`src/design/assert_macros.svh`:
```
// Assertion macros shared by the bit reader RTL.
// Included by files that carry concurrent checks; no other dependencies.
`ifndef ASSERT_MACROS_SVH
`define ASSERT_MACROS_SVH
`ifndef SYNTHESIS
// Condition must hold at every rising clock edge out of reset.
`define ASSERT_ALWAYS(lbl, clk, rst_n, cond) \
	lbl: assert property (@(posedge clk) disable iff (!rst_n) (cond)) \
		else $error("assertion failed");
// Consequent must hold in the same cycle as the antecedent.
`define ASSERT_IMPLIES(lbl, clk, rst_n, ante, cons) \
	lbl: assert property (@(posedge clk) disable iff (!rst_n) (ante) |-> (cons)) \
		else $error("assertion failed");
`else
`define ASSERT_ALWAYS(lbl, clk, rst_n, cond)
`define ASSERT_IMPLIES(lbl, clk, rst_n, ante, cons)
`endif
`endif

```
`src/design/ecbr_pkg.sv`:
```
// Shared types, constants and helpers of the configurable-endianness bit reader.
// Used by ecbr_front, ecbr_back and the top level; depends on nothing.
package ecbr_pkg;

	localparam int SOURCE_BYTES   = 4096;
	localparam int ADDR_W         = $clog2(SOURCE_BYTES);
	localparam int LEN_W          = 13;
	localparam int MAX_FIELD_BITS = 32;
	localparam int CNT_W          = 6;
	localparam int QUEUE_DEPTH    = 4;
	localparam int QPTR_W         = $clog2(QUEUE_DEPTH);
	localparam int QCNT_W         = QPTR_W + 1;

	localparam logic [31:0] M16 = 32'hFFFF0000;
	localparam logic [31:0] M8  = 32'hFF00FF00;
	localparam logic [31:0] M4  = 32'hF0F0F0F0;
	localparam logic [31:0] M2  = 32'hCCCCCCCC;
	localparam logic [31:0] M1  = 32'hAAAAAAAA;

	typedef enum logic [1:0] {
		REQ_LOAD    = 2'd0,
		REQ_READ    = 2'd1,
		REQ_RESTART = 2'd2
	} req_kind_t;

	typedef enum logic [1:0] {
		REG_MSB_FIRST  = 2'd0,
		REG_BIG_ENDIAN = 2'd1,
		REG_SRC_LEN    = 2'd2
	} reg_index_t;

	typedef struct packed {
		logic [1:0]  req_type;
		logic [11:0] byte_index;
		logic [7:0]  data_byte;
		logic [5:0]  field_width;
	} req_t;

	typedef struct packed {
		logic [31:0] field_value;
		logic        out_of_data;
		logic [15:0] bits_consumed;
	} res_t;

	typedef struct packed {
		logic             msb_first_bits;
		logic             big_endian_bytes;
		logic [LEN_W-1:0] source_length;
	} cfg_t;

	// Classified request as held in the queue; width already saturated.
	typedef struct packed {
		req_kind_t   op;
		logic [11:0] byte_index;
		logic [7:0]  data_byte;
		logic [5:0]  field_width;
	} cmd_t;

	typedef struct packed {
		logic             err;
		logic [CNT_W-1:0] cnt;
	} back_status_t;

	function automatic logic [31:0] rev32(input logic [31:0] v);
		logic [31:0] t;
		t = ((v & M16) >> 16) | ((v & ~M16) << 16);
		t = ((t & M8) >> 8) | ((t & ~M8) << 8);
		t = ((t & M4) >> 4) | ((t & ~M4) << 4);
		t = ((t & M2) >> 2) | ((t & ~M2) << 2);
		t = ((t & M1) >> 1) | ((t & ~M1) << 1);
		return t;
	endfunction

	function automatic logic [31:0] swap32(input logic [31:0] v);
		return {v[7:0], v[15:8], v[23:16], v[31:24]};
	endfunction

endpackage

```
`src/design/ecbr_front.sv`:
```
// Front end: takes requests, decodes and saturates them, queues them for the back end.
// Depends on ecbr_pkg.
module ecbr_front (
	input  logic            clk,
	input  logic            arst_n,
	input  logic            req_valid,
	output logic            req_stall,
	input  ecbr_pkg::req_t  req,
	output logic            cmd_valid,
	input  logic            cmd_pop,
	output ecbr_pkg::cmd_t  cmd
);
	import ecbr_pkg::*;

	cmd_t              q_mem [QUEUE_DEPTH];
	logic [QPTR_W-1:0] wr_ptr_q;
	logic [QPTR_W-1:0] rd_ptr_q;
	logic [QCNT_W-1:0] count_q;
	cmd_t              decoded;
	logic              known;
	logic              push;
	logic              pop;

	always_comb begin
		decoded.op          = REQ_LOAD;
		decoded.byte_index  = req.byte_index;
		decoded.data_byte   = req.data_byte;
		decoded.field_width = (req.field_width > 6'(MAX_FIELD_BITS)) ?
			6'(MAX_FIELD_BITS) : req.field_width;
		known = 1'b1;
		case (req.req_type)
			REQ_LOAD:    decoded.op = REQ_LOAD;
			REQ_READ:    decoded.op = REQ_READ;
			REQ_RESTART: decoded.op = REQ_RESTART;
			default:     known = 1'b0;	// unknown codes are dropped here
		endcase
	end

	assign req_stall = (count_q == QCNT_W'(QUEUE_DEPTH));
	assign push      = req_valid && !req_stall && known;
	assign cmd_valid = (count_q != '0);
	assign pop       = cmd_pop && cmd_valid;
	assign cmd       = q_mem[rd_ptr_q];

	always_ff @(posedge clk) begin
		if (push) begin
			q_mem[wr_ptr_q] <= decoded;
		end
	end

	always_ff @(posedge clk or negedge arst_n) begin
		if (!arst_n) begin
			wr_ptr_q <= '0;
			rd_ptr_q <= '0;
			count_q  <= '0;
		end else begin
			if (push) begin
				wr_ptr_q <= wr_ptr_q + 1'b1;
			end
			if (pop) begin
				rd_ptr_q <= rd_ptr_q + 1'b1;
			end
			case ({push, pop})
				2'b10:   count_q <= count_q + 1'b1;
				2'b01:   count_q <= count_q - 1'b1;
				default: count_q <= count_q;
			endcase
		end
	end

endmodule

```
`config.mk`:
```
export PLATFORM = sky130hd
export DESIGN_NAME = ecbr_front
export DESIGN_NICKNAME = d
export VERILOG_FILES = /design/src/design/assert_macros.svh /design/src/design/ecbr_pkg.sv /design/src/design/ecbr_front.sv
export SDC_FILE = /design/constraint.sdc
export NUM_CORES = 1
export LEC_CHECK = 0
export ABC_AREA = 1
export BUFFER_PORTS_ARGS = -buffer_cell sky130_fd_sc_hd__buf_2
export CORE_MARGIN = 2
export CORE_UTILIZATION = 57
export CTS_CLUSTER_DIAMETER = 150
export CTS_CLUSTER_SIZE = 16
export DETAILED_ROUTE_END_ITERATION = 12
export GPL_TIMING_DRIVEN = 0
export HOLD_SLACK_MARGIN = 0.15
export PLACE_DENSITY_LB_ADDON = 0.05
export SLEW_MARGIN = 0
export SYNTH_ARGS = -nofsm -noshare
export SYNTH_HDL_FRONTEND = slang
export SYNTH_SLANG_ARGS = --single-unit
```
`constraint.sdc`:
```
create_clock -name clk -period 3.2 [get_ports clk]
set_clock_uncertainty 0.2 [all_clocks]
set_input_delay 0 -clock clk [delete_from_list [all_inputs] [get_ports clk]]
set_output_delay 0 -clock clk [all_outputs]
set_load 0.02 [all_outputs]
```
==> flow_summary.ini <==
[worst_setup_path]
cp-endpoint = count_q[2]$_DFFE_PN0P_
required_ps = 3410
reg2reg_slack_ps = 780
crit_fanout = 7
cp_slowest_cell = nand2_1
critical_path_class = register to register
cp-start-kind = register
critPathLaunch = count_q[0]$_DFFE_PN0P_
path_common_cell = nand2_1
crit_arrival_ps = 2620
timing.rr.end = count_q[2]$_DFFE_PN0P_
cp_slowest_stage_delay_ps = 410
r2r_cells = 10
crit_chain = inv_1, nand3_1, nand2_1, ha_1, inv_1, fa_1, nand2_1, nand3_1, nand2_1, nand2_1
end_kind = register
r2r-start = count_q[0]$_DFFE_PN0P_

[timing]
fin_crit_sh_pct = 75.54
finalHoldViolCount = 0
period_minus_slack_ps = 2417
fin_ws_ps = 782.7
worst_pin_slew_ps = 936.4
relSlewSlack_pct = 37.42
fmax_mhz = 413.7
setup_viol = 0
slew_viol_final = 0
rsz0062_at_grt = no

[placement]
portBuffers = 61
gp_congestion = 0.7435
dp_cells = 576
dp_hpwl_mm = 6.035
post-place-ws_ps = 823.0

[global_routing]
antenna_found_initial = 0
grt_pass1_vias = 3443
grt_pass1_wl_mm = 16.91
grt_overflow = 0
grt_usage_pct = 23.39
grt_start_max_net_pins = 29

[route]
antenna_left = 0
vias = 3351
wl_mm = 10.51
drcViolationCount = 0
drtPass1Iterations = 4
drtIter0Drc = 214
vias_per_cell = 5.032
wire_per_inst_um = 15.78

[finish]
antenna_cells = 0
area_delta_synth_final_pct = 31.39
fillers = 555
post_layout_nonfiller_instances = 666
nNetsFinal = 583
fin_util_pct = 76.66
drive_gt1_share_pct = 24.55

[clock_tree]
cts_tree = yes
clock_sinks = 119
cts.path.max_buffers = 2
ctsResizeCount = 0
clock_latency_ps = 520
htreeDepth = 4
path_clk_slew_ps = 60
root_buffer = clkbuf_8
cts_made_buffers = 17

[floorplan]
start_util_pct = 58.35
die_x_um = 98.02
io-pin-count = 62
die_h_um = 98.02
rows = 34
core_area_um2 = 8636
dieArea_um2 = 9608

[power]
total_power_mw = 5.938
p_leak_nw = 2.738
ir_drop_v = 0.0006159
powerDensity_nw_per_um2 = 897.0

[yosys]
yosysWarnings = 0
synthFlopType = edfxtp_1
post_synth.cell_area_avg_um2 = 12.41
synth_edf_count = 112
yosysUniqueCellTypes = 20
yosys_register_bits = 119
async_flop_share_pct = 5.882
syn_nets = 444
yosysSeqAreaShare_pct = 70.23
synth_area_um2 = 5039
synth_cells = 406

[run]
cap_violations = 0

[status]
status = finished clean

[worst_hold_path]
min_path_type = input pin to register
==> state kept, by name, indices dropped and copies added (netlist names) <==
signal,flops
count_q,3
q_mem,112
rd_ptr_q,2
wr_ptr_q,2
==> layout make-up <==
type,count,area (µm²),share of cell area (%)
buffer,19,127.6,1.928
clock buffer,22,442.9,6.691
clock inverter,10,60.06,0.9072
inverter,52,195.2,2.948
multi-input combinational,216,1207,18.24
sequential,119,3538,53.45
tap,108,135.1,2.041
timing repair buffer,120,913.4,13.80
==> worst max-delay path: cells and delay by family (launching register included) <==
kind	cells	cell delay, ps
adder cells (fa/ha/maj)	2	640
buffers and inverters	2	200
flip-flops	1	390
AND/OR/NAND/NOR	6	880
==> placed cells by master (no fill, tap or decap) <==
master	count
edfxtp_1	112
nand2_1	73
buf_2	67
nor2_1	62
dlygate4sd3_1	58
inv_1	51
o21ai_0	29
o211ai_2	28
clkbuf_16	16
nand3_1	7
clkbuf_1	7
dfrtp_1	7
clkinv_2	6
buf_6	5
ha_1	5
a21oi_1	4
nor2_4	4
clkinvlp_4	4
buf_4	3
buf_1	2
clkbuf_8	2
inv_2	1
xnor2_1	1
nand3b_1	1
nand4_1	1
fa_1	1
buf_16	1
==> repair_timing <==
item                      in CTS  in global routing
setup buffers                  0                  0
hold buffers                  58                  0
hold endpoints to repair     126                  0
==> worst min path at each step <==
stage,from,to,slack [ps],depth (start not counted)
2_1_floorplan,arst_n,count_q[0]$_DFFE_PN0P_,-500,0
3_5_place_dp,arst_n,count_q[2]$_DFFE_PN0P_,-350,1
4_1_cts,req[26],wr_ptr_q[0]$_DFFE_PN0P_,150,5
5_1_grt,req[27],wr_ptr_q[0]$_DFFE_PN0P_,210,5
3_3_place_gp,arst_n,wr_ptr_q[1]$_DFFE_PN0P_,-350,1
6_report,req[26],wr_ptr_q[0]$_DFFE_PN0P_,180,5
==> through the flow <==
step	hold slack [ps]	cell area [µm²]	TNS [ps]
after floorplan	-495.6	5039	0
after global placement	-349.5	5479	-30540
after detailed placement	-348.4	5537	0
after CTS	154.1	6620	0
after global routing	213.4	6620	0
final	175.9	6620	0
==> layer usage <==
| metal | global-route usage [%] | wire [µm] |
|---|---|---|
| met1 | 29.08 | 4357 |
| met5 | 0 | 0 |
| met2 | 40.20 | 5528 |
| met4 | 8.547 | 150 |
| met3 | 5.583 | 475 |
==> synth_stat cells (2+ instances only) <==
cell type,n,area (µm²)
ha_1,5,62.56
clkbuf_1,3,11.26
buf_2,6,30.03
a21oi_1,4,20.02
dfrtp_1,7,175.2
nor2_1,66,247.7
edfxtp_1,112,3363
buf_6,5,56.30
inv_1,51,191.4
nand2_1,73,274.0
buf_4,3,22.52
nand3_1,7,35.03
o21ai_0,29,145.1
o211ai_2,28,350.3
buf_1,2,7.510
==> cells by family (layout without fill, tap and decap cells) <==
kind of cell	after synthesis	in the layout	synth area share, %
xor gates and xnor gates	1	1	0.1739
adders and majority gates	6	6	1.639
and+or+nand+nor	148	148	11.32
buffers and inverters	71	223	6.407
AOI/OAI and AO/OA	61	61	10.23
DFF	119	119	70.23
==> report_power, final <==
| group | internal [mW] | switching [mW] |
|---|---|---|
| sequential | 1.99 | 0.0856 |
| combinational | 0.753 | 1.51 |
| clock | 0.959 | 0.639 |
| total | 3.70 | 2.24 |
No activity file was read; power rests on OpenSTA's default activity.
